**config.mk**
```make
export PLATFORM = sky130hd
export DESIGN_NAME = weighted_random_select_core
export DESIGN_NICKNAME = d
export VERILOG_FILES = /design/src/rtl/wrs_pkg.sv /design/src/rtl/wrs_ram.sv /design/src/rtl/wrs_ctrl.sv /design/src/rtl/wrs_datapath.sv /design/src/rtl/weighted_random_select_core.sv
export SDC_FILE = /design/constraint.sdc
export NUM_CORES = 1
export LEC_CHECK = 0
export BUFFER_PORTS_ARGS = -buffer_cell sky130_fd_sc_hd__buf_2
export CAP_MARGIN = 30
export CORE_MARGIN = 4
export CORE_UTILIZATION = 45
export DETAILED_ROUTE_END_ITERATION = 12
export GPL_TIMING_DRIVEN = 0
export SLEW_MARGIN = 20
export SYNTH_ARGS = -nofsm -noshare
export SYNTH_HDL_FRONTEND = slang
export SYNTH_HIERARCHICAL = 1
export SYNTH_SLANG_ARGS = --single-unit
```
**constraint.sdc**
```tcl
create_clock -name clock -period 3.7 [get_ports clock]
set_clock_uncertainty 0.2 [all_clocks]
set_input_delay 0.74 -clock clock [delete_from_list [all_inputs] [get_ports clock]]
set_output_delay 0.74 -clock clock [all_outputs]
set_load 0.01 [all_outputs]
```
**src/rtl/wrs_pkg.sv**
```systemverilog
// shared constants, codes and controller/datapath handshake types
package wrs_pkg;

   localparam int MAX_SYMBOLS_DEF = 64;
   localparam int WEIGHT_BITS_DEF = 16;

   localparam int FUNC_W   = 2;
   localparam int WEIGHT_W = 16;
   localparam int TOTAL_W  = 22;
   localparam int IDX_W    = 7;
   localparam int STATUS_W = 2;

   localparam logic [FUNC_W-1:0] FUNC_APPEND = 2'd0;
   localparam logic [FUNC_W-1:0] FUNC_DRAW   = 2'd1;
   localparam logic [FUNC_W-1:0] FUNC_CLEAR  = 2'd2;

   localparam logic [STATUS_W-1:0] STATUS_OK    = 2'd0;
   localparam logic [STATUS_W-1:0] STATUS_FULL  = 2'd1;
   localparam logic [STATUS_W-1:0] STATUS_RANGE = 2'd2;

   typedef struct packed {
      logic capture;
      logic decode;
      logic step;
      logic update;
      logic publish;
   } cmd_type;

   typedef struct packed {
      logic search_needed;
      logic more;
   } stat_type;

endpackage

```
**src/rtl/wrs_ram.sv**
```systemverilog
// generic single write port ram with registered read
module wrs_ram #(
   parameter int WIDTH = 8,
   parameter int DEPTH = 16
) (
   input  logic                     clock,
   input  logic                     wr_en,
   input  logic [$clog2(DEPTH)-1:0] wr_addr,
   input  logic [WIDTH-1:0]         wr_data,
   input  logic [$clog2(DEPTH)-1:0] rd_addr,
   output logic [WIDTH-1:0]         rd_data
);

   logic [WIDTH-1:0] mem_ff [DEPTH];
   logic [WIDTH-1:0] rd_data_ff;

   always_ff @(posedge clock) begin
      if (wr_en) begin
         mem_ff[wr_addr] <= wr_data;
      end
      rd_data_ff <= mem_ff[rd_addr];
   end

   assign rd_data = rd_data_ff;

endmodule

```
**src/rtl/wrs_ctrl.sv**
```systemverilog
// sequencing state machine for append, draw and clear
module wrs_ctrl import wrs_pkg::*; (
   input  logic     clock,
   input  logic     reset,
   input  logic     req_valid,
   output logic     req_stall,
   output logic     rsp_valid,
   input  logic     rsp_stall,
   input  stat_type stat,
   output cmd_type  cmd
);

   typedef enum logic [4:0] {
      ST_IDLE    = 5'b00001,
      ST_DECODE  = 5'b00010,
      ST_SEARCH  = 5'b00100,
      ST_COMPARE = 5'b01000,
      ST_FINISH  = 5'b10000
   } state_type;

   state_type state_ff, state_in;
   logic      rsp_valid_ff, rsp_valid_in;
   logic      out_free;

   assign out_free = !rsp_valid_ff || !rsp_stall;

   always_comb begin
      state_in = state_ff;
      cmd      = '0;
      case (state_ff)
         ST_IDLE: begin
            if (req_valid) begin
               cmd.capture = 1'b1;
               state_in    = ST_DECODE;
            end
         end
         ST_DECODE: begin
            cmd.decode = 1'b1;
            state_in   = stat.search_needed ? ST_SEARCH : ST_FINISH;
         end
         ST_SEARCH: begin
            cmd.step = 1'b1;
            state_in = stat.more ? ST_COMPARE : ST_FINISH;
         end
         ST_COMPARE: begin
            cmd.update = 1'b1;
            state_in   = ST_SEARCH;
         end
         ST_FINISH: begin
            if (out_free) begin
               cmd.publish = 1'b1;
               state_in    = ST_IDLE;
            end
         end
         default: begin
            state_in = ST_IDLE;
         end
      endcase
   end

   assign rsp_valid_in = cmd.publish || (rsp_valid_ff && rsp_stall);

   always_ff @(posedge clock) begin
      if (reset) begin
         state_ff     <= ST_IDLE;
         rsp_valid_ff <= 1'b0;
      end else begin
         state_ff     <= state_in;
         rsp_valid_ff <= rsp_valid_in;
      end
   end

   assign req_stall = (state_ff != ST_IDLE);
   assign rsp_valid = rsp_valid_ff;

endmodule

```
**src/rtl/wrs_datapath.sv**
```systemverilog
// offset table, running total, binary search registers and result register
module wrs_datapath import wrs_pkg::*; #(
   parameter int MAX_SYMBOLS = MAX_SYMBOLS_DEF,
   parameter int WEIGHT_BITS = WEIGHT_BITS_DEF
) (
   input  logic                clock,
   input  logic                reset,
   input  cmd_type             cmd,
   output stat_type            stat,
   input  logic [FUNC_W-1:0]   req_func,
   input  logic [WEIGHT_W-1:0] req_weight_value,
   input  logic [TOTAL_W-1:0]  req_draw_value,
   output logic [IDX_W-1:0]    rsp_symbol_index,
   output logic [STATUS_W-1:0] rsp_status
);

   localparam int CW = $clog2(MAX_SYMBOLS + 1);
   localparam int IW = $clog2(MAX_SYMBOLS);
   localparam logic [WEIGHT_W-1:0] WMASK = (WEIGHT_BITS >= WEIGHT_W) ? '1 :
      WEIGHT_W'((33'd1 << WEIGHT_BITS) - 33'd1);

   logic [FUNC_W-1:0]   func_ff, func_in;
   logic [WEIGHT_W-1:0] weight_ff, weight_in;
   logic [TOTAL_W-1:0]  value_ff, value_in;
   logic [CW-1:0]       count_ff, count_in;
   logic [TOTAL_W-1:0]  total_ff, total_in;
   logic [IW-1:0]       lo_ff, lo_in;
   logic [IW-1:0]       hi_ff, hi_in;
   logic [IW-1:0]       mid_ff, mid_in;
   logic [IDX_W-1:0]    res_index_ff, res_index_in;
   logic [STATUS_W-1:0] res_status_ff, res_status_in;
   logic [IDX_W-1:0]    rsp_index_ff, rsp_index_in;
   logic [STATUS_W-1:0] rsp_status_ff, rsp_status_in;

   logic                full;
   logic                draw_bad;
   logic [TOTAL_W:0]    sum;
   logic [IW:0]         mid_wide;
   logic [IW:0]         idx_wide;
   logic                ram_we;
   logic [TOTAL_W-1:0]  ram_rd_data;

   assign full     = (count_ff == CW'(MAX_SYMBOLS));
   assign draw_bad = (count_ff == '0) || (value_ff >= total_ff);
   assign sum      = {1'b0, total_ff} + (TOTAL_W + 1)'(weight_ff & WMASK);
   assign mid_wide = ({1'b0, lo_ff} + {1'b0, hi_ff} + (IW + 1)'(1)) >> 1;
   assign idx_wide = {1'b0, lo_ff} + (IW + 1)'(1);

   assign stat.search_needed = (func_ff == FUNC_DRAW) && !draw_bad;
   assign stat.more          = (lo_ff < hi_ff);

   assign ram_we = cmd.decode && (func_ff == FUNC_APPEND) && !full;

   always_comb begin
      func_in       = func_ff;
      weight_in     = weight_ff;
      value_in      = value_ff;
      count_in      = count_ff;
      total_in      = total_ff;
      lo_in         = lo_ff;
      hi_in         = hi_ff;
      mid_in        = mid_ff;
      res_index_in  = res_index_ff;
      res_status_in = res_status_ff;
      rsp_index_in  = rsp_index_ff;
      rsp_status_in = rsp_status_ff;

      if (cmd.capture) begin
         func_in   = req_func;
         weight_in = req_weight_value;
         value_in  = req_draw_value;
      end

      if (cmd.decode) begin
         res_index_in  = '0;
         res_status_in = STATUS_OK;
         case (func_ff)
            FUNC_APPEND: begin
               if (full) begin
                  res_status_in = STATUS_FULL;
               end else begin
                  count_in = count_ff + CW'(1);
                  // saturate the total at its widest value
                  total_in = sum[TOTAL_W] ? '1 : sum[TOTAL_W-1:0];
               end
            end
            FUNC_DRAW: begin
               if (draw_bad) begin
                  res_status_in = STATUS_RANGE;
               end else begin
                  lo_in = '0;
                  hi_in = IW'(count_ff - CW'(1));
               end
            end
            FUNC_CLEAR: begin
               count_in = '0;
               total_in = '0;
            end
            default: begin
               res_status_in = STATUS_OK;
            end
         endcase
      end

      if (cmd.step) begin
         if (stat.more) begin
            mid_in = mid_wide[IW-1:0];
         end else begin
            res_index_in = IDX_W'(idx_wide);
         end
      end

      // keep the last symbol whose offset is at or below the value
      if (cmd.update) begin
         if (ram_rd_data <= value_ff) begin
            lo_in = mid_ff;
         end else begin
            hi_in = mid_ff - IW'(1);
         end
      end

      if (cmd.publish) begin
         rsp_index_in  = res_index_ff;
         rsp_status_in = res_status_ff;
      end
   end

   always_ff @(posedge clock) begin
      if (reset) begin
         count_ff <= '0;
         total_ff <= '0;
      end else begin
         count_ff <= count_in;
         total_ff <= total_in;
      end
   end

   always_ff @(posedge clock) begin
      func_ff       <= func_in;
      weight_ff     <= weight_in;
      value_ff      <= value_in;
      lo_ff         <= lo_in;
      hi_ff         <= hi_in;
      mid_ff        <= mid_in;
      res_index_ff  <= res_index_in;
      res_status_ff <= res_status_in;
      rsp_index_ff  <= rsp_index_in;
      rsp_status_ff <= rsp_status_in;
   end

   wrs_ram #(
      .WIDTH (TOTAL_W),
      .DEPTH (MAX_SYMBOLS)
   ) u_offsets (
      .clock   (clock),
      .wr_en   (ram_we),
      .wr_addr (count_ff[IW-1:0]),
      .wr_data (total_ff),
      .rd_addr (mid_wide[IW-1:0]),
      .rd_data (ram_rd_data)
   );

   assign rsp_symbol_index = rsp_index_ff;
   assign rsp_status       = rsp_status_ff;

endmodule

```
**src/rtl/weighted_random_select_core.sv**
```systemverilog
// top level of the weighted random symbol selector
//
//   channel  | dir | ports
//   ---------+-----+---------------------------------------------------------
//   req      | in  | req_valid, req_stall, req_func, req_weight_value,
//            |     | req_draw_value
//   rsp      | out | rsp_valid, rsp_stall, rsp_symbol_index, rsp_status
//
// append, clear and failed draws: captured, then decoded into the result register
// good draw: each halving takes a search step and then a compare step, set by the
// single registered read port of the offset ram
// reset zeroes the symbol count and total; the offset ram is not cleared
// a stalled result holds in the output register while the next item is taken
// and worked through up to its own result
module weighted_random_select_core import wrs_pkg::*; #(
   parameter int MAX_SYMBOLS = MAX_SYMBOLS_DEF,
   parameter int WEIGHT_BITS = WEIGHT_BITS_DEF
) (
   input  logic                clock,
   input  logic                reset,
   input  logic                req_valid,
   output logic                req_stall,
   input  logic [FUNC_W-1:0]   req_func,
   input  logic [WEIGHT_W-1:0] req_weight_value,
   input  logic [TOTAL_W-1:0]  req_draw_value,
   output logic                rsp_valid,
   input  logic                rsp_stall,
   output logic [IDX_W-1:0]    rsp_symbol_index,
   output logic [STATUS_W-1:0] rsp_status
);

   cmd_type  cmd;
   stat_type stat;

   wrs_ctrl u_ctrl (
      .clock     (clock),
      .reset     (reset),
      .req_valid (req_valid),
      .req_stall (req_stall),
      .rsp_valid (rsp_valid),
      .rsp_stall (rsp_stall),
      .stat      (stat),
      .cmd       (cmd)
   );

   wrs_datapath #(
      .MAX_SYMBOLS (MAX_SYMBOLS),
      .WEIGHT_BITS (WEIGHT_BITS)
   ) u_datapath (
      .clock            (clock),
      .reset            (reset),
      .cmd              (cmd),
      .stat             (stat),
      .req_func         (req_func),
      .req_weight_value (req_weight_value),
      .req_draw_value   (req_draw_value),
      .rsp_symbol_index (rsp_symbol_index),
      .rsp_status       (rsp_status)
   );

endmodule
```
==> flow_summary.yaml, run 1 <==
drt:
  drtIter0Drc: 3863
  ant_nets: 0
  wl_um: 164100
  num_vias: 32070
  vias_per_cell: 6.069
  drt_drc_violations_left: 0
  drt_first_pass_iters: 6
  post_drt_wl_per_cell_um: 31.05
status:
  violations: "negative setup slack"
  status: "complete, but fails checks"
global_routing:
  grt_first_pass_wirelength_um: 233500
  globalRouteTotalUtil: 0.2316
  grt_overflow: 0
  antenna_found_initial: 7
  grt_max_degree: 70
  grt_pass1_vias: 32640
worst_hold_path:
  min_path_type: "input port to flop"
synth:
  synth-xor-area-share: 0.004889
  synth_nets: 3100
  synth_fa_ha_area_frac: 0.01586
  yosysTopAreaCell: "edfxtp_1"
  seq_area_frac_synth: 0.7472
  synth_compound_area_frac: 0.03786
  synth_top_area_share: 0.7223
  async_reset_ff_frac: 0
  netlist_area_um2: 60910
  synthMuxAreaShare: 0.1481
  synth.avg_cell_area_um2: 20.44
  ys.flop_type: "edfxtp_1"
  synth_area_leaders: "edfxtp_1, mux4_2, dfxtp_1"
  synthCells: 2980
  synthSimpleGateAreaFrac: 0.02985
  netlist_top_cells_count: "edfxtp_1, mux4_2, nor2_1"
  synth_top_family_by_area: "multiplexers"
  synthDistinctLibCells: 81
  post-synth-top-count-cell: "edfxtp_1"
  synth_edf_count: 1465
  ys_ff_latch: 1541
  ys_warn_count: 6
worst_setup_path:
  arrival_ns: 3.97
  path_max_fanout: 18
  cp-end-kind: "flop"
  critPathKind: "flop to flop"
  crit_required_ns: 3.96
  critPathLaunchType: "flop"
power_and_ir_drop:
  p_int_mw: 28.03
  power.switching_mw: 7.291
  power.total_mw: 35.33
  swShare: 0.2064
  leakagePower_nw: 24.13
  combPwrFrac: 0.041
  powerDensity_nw_per_um2: 480.0
  clkPwrFrac: 0.424
  vdd_drop_max_mv: 0.3710
  power_frac_seq: 0.536
place:
  dp_cells: 4895
  dpl_worst_slack_ns: -1.491
  routabilityCongestion: 0.9288
  numPortBuffers: 54
  dp_hpwl_um: 109700
floorplanning:
  io_pins: 55
  die_h_um: 375.9
  core_area_um2: 134000
  rows: 134
  start_util: 0.4547
  dieArea_um2: 141300
  fp.dieW_um: 375.9
final_layout:
  layoutNonFillerInstCount: 5284
  nNetsFinal: 3510
  drive_gt1_frac: 0.3289
  final_util: 0.5494
  area_growth_pct: 20.84
sta:
  max-slew-margin-rel: 0.3500
  rsz0062_at_grt: "yes"
  period_share: 1.003
  max_freq_ghz: 0.2694
  finalMaxSlewViolations: 0
  hold_viol_final: 0
  setup_tns_ns: -0.1258
  finalSetupViolations: 19
  worst_pin_slew_ns: 0.9729
  period_needed_ns: 3.712
  finalWorstSetupSlack_ns: -0.01238
flow_run:
  drv_cap: 0
clock_network:
  cts_inserted_buffers: 157
  cts_sinks: 1541
  clk_pin_slew_ns: 0.06
  clk_latency_ns: 0.77
  clock_path_buffers: 3
  htree_levels: 4
  root_buffer: "clkbuf_16"
  cts_tree: "done"
-- cells in the final DEF (no fill, tap or decap), types with 45 or more instances in the layout --
cell type,instances
dfxtp_1,52
nor2_1,47
buf_16,45
clkbuf_16,164
ha_1,72
inv_1,63
buf_4,72
buf_12,70
mux2i_1,70
edfxtp_1,1465
nor2_4,65
a21oi_1,55
clkbuf_1,50
mux4_2,352
buf_2,63
-- final cells by class --
| cell class | instances | area (um^2) |
|---|---|---|
| fill | 9905 | 60360 |
| sequential | 1541 | 45600 |
| multi-input combinational | 1231 | 15780 |
| clock buffer | 197 | 4207 |
| timing repair buffer | 255 | 3615 |
| tap | 1768 | 2212 |
| buffer | 141 | 1328 |
| clock inverter | 84 | 618.1 |
| inverter | 63 | 236.5 |
| antenna | 4 | 10.01 |
-- layer usage --
metal  wire [um]  vias up  GRT usage  part of all wire
met1       63890    17050     0.3081              0.39
li1            -    13220          -                 -
met4        6454        0    0.09354             0.039
met5           0        -          0                 0
met2       80890     1501     0.3821              0.49
met3       12860      296    0.04087             0.078
-- worst max-delay path, cell delays in order (launching register included) --
cell	delay (ns)
dfxtp_1	0.79
inv_1	0.20
ha_1	0.28
nor2b_1	0.22
a21oi_4	0.18
buf_12	0.15
nor2b_2	0.34
nand2_2	0.39
nor2_4	0.37
buf_12	0.23
-- state kept, by name, summed over array words and instances, names as in the netlist, 5 cells and up --
register                      count
u_ctrl/state_ff                   5
u_datapath/weight_ff             16
u_datapath/u_offsets/rd_data     22
u_datapath/mid_ff                 6
u_datapath/hi_ff                  6
u_datapath/rsp_symbol_index       7
u_datapath/lo_ff                  6
u_datapath/value_ff              22
u_datapath/u_offsets/mem_ff    1408
u_datapath/total_ff              22
u_datapath/res_index_ff           7
u_datapath/count_ff               7
-- power by group through the flow --
stage / clock, mW / sequential (mW) / combinational [mW]
2_1_floorplan: 0 / 19.3 / 0.793
3_3_place_gp: 0 / 19.3 / 1.19
3_5_place_dp: 0 / 19.3 / 1.24
4_1_cts: 15.3 / 18.9 / 1.38
5_1_grt: 16.0 / 18.9 / 1.51
6_report: 15.0 / 18.9 / 1.43
-- timing repair --
item                        CTS  global route
hold buffers                 41             0
buffers inserted             36            29
setup endpoints to repair  1270           350
hold endpoints to repair     41             0
cloned                        0             2
gates resized for setup     285            99
pin swaps                    19            21
-- stage by stage --
| step | hold slack (ns) | area (um^2) |
|---|---|---|
| 2_1_floorplan | 0.2003 | 60920 |
| 3_3_place_gp | 0.2074 | 63400 |
| 3_5_place_dp | 0.2097 | 66080 |
| 4_1_cts | 0.03824 | 72840 |
| 5_1_grt | 0.09786 | 73590 |
| 6_report | 0.1229 | 73600 |
-- path summary, 6_finish.rpt --
| check | startpoint | slack [ns] | cells after the start | end |
|---|---|---|---|---|
| max | u_datapath/count_ff[0]$_SDFFE_PP0P_ | -0.01 | 9 | u_datapath/u_offsets/mem_ff[58][18]$_DFFE_PP_ |
| min | reset | 0.12 | 2 | u_ctrl/rsp_valid$_SDFF_PP0_ |
| max reg2reg | u_datapath/count_ff[0]$_SDFFE_PP0P_ | -0.01 | 9 | u_datapath/u_offsets/mem_ff[58][18]$_DFFE_PP_ |
| min reg2reg | u_datapath/res_status_ff[0]$_DFFE_PP_ | 0.22 | 0 | u_datapath/rsp_status[0]$_DFFE_PP_ |
-- kinds of logic (layout without fill, tap and decap cells) --
group / count (synthesis) / count (layout)
flops: 1541 / 1541
mux: 459 / 459
simple gates: 348 / 348
compound gates: 314 / 314
buf+inv: 208 / 740
fa+ha+maj: 76 / 76
xor+xnor: 34 / 34
other cells: 0 / 4
(Power assumes the default switching activity.)
==> inputs of run 2 (changes only) <==
--- a/config.mk
+++ b/config.mk
@@ -9,10 +9,10 @@
 export CAP_MARGIN = 30
 export CORE_MARGIN = 4
 export CORE_UTILIZATION = 45
+export CTS_CLUSTER_DIAMETER = 50
 export DETAILED_ROUTE_END_ITERATION = 12
 export GPL_TIMING_DRIVEN = 0
 export SLEW_MARGIN = 20
 export SYNTH_ARGS = -nofsm -noshare
 export SYNTH_HDL_FRONTEND = slang
-export SYNTH_HIERARCHICAL = 1
 export SYNTH_SLANG_ARGS = --single-unit
==> run 2 against run 1 <==
Net effect:
- critical path depth did not move
- largest cell class unchanged
- synthesized cell count is 5.7% lower
- cell count shrank 3.5%
- setup slack gained 0.018 ns
- critical endpoint is now u_datapath.u_offsets.rd_data[20]$_DFF_P_
- area after synthesis down 0.13%
- die area shrank 0.12%
- via count shrank 5.3%
- the flow now finishes without violations
==> flow_summary.yaml, run 2 <==
synth:
  ys_ff_latch: 1541
  yosysTopAreaCell: "edfxtp_1"
  synth.avg_cell_area_um2: 21.65
  synth_area_leaders: "edfxtp_1, mux4_2, dfxtp_1"
  ys_warn_count: 0
  netlist_top_cells_count: "edfxtp_1, mux4_2, nor2_1"
  synthCells: 2810
  seq_area_frac_synth: 0.7482
  post-synth-top-count-cell: "edfxtp_1"
  synthDistinctLibCells: 76
  synth_nets: 2931
  synth_edf_count: 1465
  synth_top_area_share: 0.7232
  ys.flop_type: "edfxtp_1"
  async_reset_ff_frac: 0
  netlist_area_um2: 60830
floorplanning:
  rows: 134
  dieArea_um2: 141100
  io_pins: 55
  fp.dieW_um: 375.7
  die_h_um: 375.7
  start_util: 0.4547
  core_area_um2: 133800
clock_network:
  clk_pin_slew_ns: 0.06
  clk_latency_ns: 0.79
  cts_inserted_buffers: 160
  root_buffer: "clkbuf_16"
  cts_tree: "done"
  cts_sinks: 1541
  clock_path_buffers: 3
  htree_levels: 4
power_and_ir_drop:
  clkPwrFrac: 0.433
  combPwrFrac: 0.038
  power.total_mw: 35.77
  power_frac_seq: 0.529
  vdd_drop_max_mv: 0.4864
  power.switching_mw: 7.374
  leakagePower_nw: 23.85
  p_int_mw: 28.39
  swShare: 0.2061
  powerDensity_nw_per_um2: 493.1
worst_hold_path:
  holdPathStages: 3
  min_path_type: "input port to flop"
  worstHoldStart: "req_valid"
global_routing:
  globalRouteTotalUtil: 0.2150
  gr-usage-met2: 0.3407
  grt_first_pass_wirelength_um: 217200
  grtUsageMet1: 0.2984
  grt_max_degree: 70
  antenna_found_initial: 5
  use_met3: 0.04193
  grt.busiest_layer: "met2"
  grt_overflow: 0
  grt_pass1_vias: 30790
sta:
  hold_viol_final: 0
  finalWorstSetupSlack_ns: 0.005493
  rsz0062_at_grt: "yes"
  worst_pin_slew_ns: 1.307
  max-slew-margin-rel: 0.1266
  finalSetupViolations: 0
  period_share: 0.9985
  period_needed_ns: 3.695
  finalMaxSlewViolations: 0
  max_freq_ghz: 0.2707
  setup_tns_ns: 0
drt:
  vias_per_cell: 5.959
  num_vias: 30380
  drt_first_pass_iters: 5
  wl_um: 155800
  ant_nets: 0
  drt_drc_violations_left: 0
  drtIter0Drc: 3512
  post_drt_wl_per_cell_um: 30.57
worst_setup_path:
  r2r_start: "u_datapath.lo_ff[1]$_DFF_P_"
  arrival_ns: 4.11
  reg2regPathDepth: 9
  cp-end-kind: "flop"
  critPathKind: "flop to flop"
  critPathLaunchType: "flop"
  crit_path_start: "u_datapath.lo_ff[1]$_DFF_P_"
  path_max_fanout: 10
  crit_required_ns: 4.12
place:
  numPortBuffers: 54
  routabilityCongestion: 0.8642
  dpl_worst_slack_ns: -1.301
  dp_hpwl_um: 101800
final_layout:
  nNetsFinal: 3321
  antenna_cells: 0
  drive_gt1_frac: 0.3360
  area_growth_pct: 19.24
  final_common_cell: "edfxtp_1"
  regMostFlops: "u_datapath.u_offsets.mem_ff"
  largest_register_ffs: 1408
  final_util: 0.5421
  layout_common_cells: "edfxtp_1, mux4_2, clkbuf_16"
status:
  status: "finished, final reports clean"
flow_run:
  drv_cap: 0
## run 2: cell types whose count changed after synthesis, sizes merged, moves of 17 or more
cell and delta:
mux4 +88, nand3 -19, a22oi -42, a22o -25
nor2b -17, a221oi -20, clkbuf -29
## run 2: critical path, stage by stage (launching register included)
cell and delay (ns):
dfxtp_4 0.39, inv_1 0.08, fa_2 0.63, buf_12 0.19
buf_12 0.19, buf_6 0.21, mux4_2 0.54, mux4_2 0.56
mux2i_1 0.31, mux2i_1 0.18
## run 2: cells by family after synthesis
family | Yosys count | synth area share
flip-flops | 1541 | 0.7482
multiplexers | 532 | 0.1782
AND/OR/NAND/NOR | 274 | 0.02153
buffers and inverters | 199 | 0.01489
AO/OA/AOI/OAI | 159 | 0.01650
adder cells (fa/ha/maj) | 77 | 0.01608
XOR/XNOR | 28 | 0.004587
## run 2: final timing paths
path	end	slack [ns]
hold / removal	u_ctrl.state_ff[1]$_SDFFE_PP0P_	0.08
setup reg to reg	u_datapath.u_offsets.rd_data[20]$_DFF_P_	0.005
setup / recovery	u_datapath.u_offsets.rd_data[20]$_DFF_P_	0.005
hold reg to reg	u_datapath.rsp_status[0]$_DFFE_PP_	0.23
## run 2: routing by layer
| metal | vias up | part of all wire |
|---|---|---|
| met5 | - | 0 |
| met4 | 0 | 0.035 |
| met3 | 213 | 0.074 |
| met2 | 1262 | 0.49 |
| met1 | 16300 | 0.40 |
| li1 | 12600 | - |
## run 2: cell type report
class | count | area, um^2
Timing Repair Buffer | 207 | 2763
Inverter | 74 | 277.8
Clock inverter | 95 | 810.8
Sequential cell | 1541 | 45600
Clock buffer | 197 | 4238
Fill cell | 9902 | 61260
Tap cell | 1768 | 2212
Buffer | 125 | 1061
Multi-Input combinational cell | 1091 | 15570
## run 2: timing repair
action                      CTS  global route
hold endpoints to repair     41             0
cloned                        3            18
hold buffers                 41             0
pin swaps                     5            37
resized for setup           158            89
setup buffers                13            35
setup endpoints to repair  1398          1211
## run 2: power groups by stage
| stage | sequential [mW] | clock [mW] | combinational (mW) |
|---|---|---|---|
| floorplan | 19.3 | 0 | 0.786 |
| global placement | 19.3 | 0 | 1.15 |
| detailed placement | 19.3 | 0 | 1.20 |
| CTS | 18.9 | 15.8 | 1.32 |
| global route | 18.9 | 16.5 | 1.43 |
| finish | 18.9 | 15.5 | 1.34 |
## run 2: metrics by stage
stage,hold WS [ns],std cells,cell area [um^2]
after global routing,0.06136,5098,72530
after CTS,0.02634,5041,71510
final,0.08313,5098,72530
after floorplan,0.2003,2810,60830
after detailed placement,0.2125,4692,65330
after global placement,0.2028,4632,63310
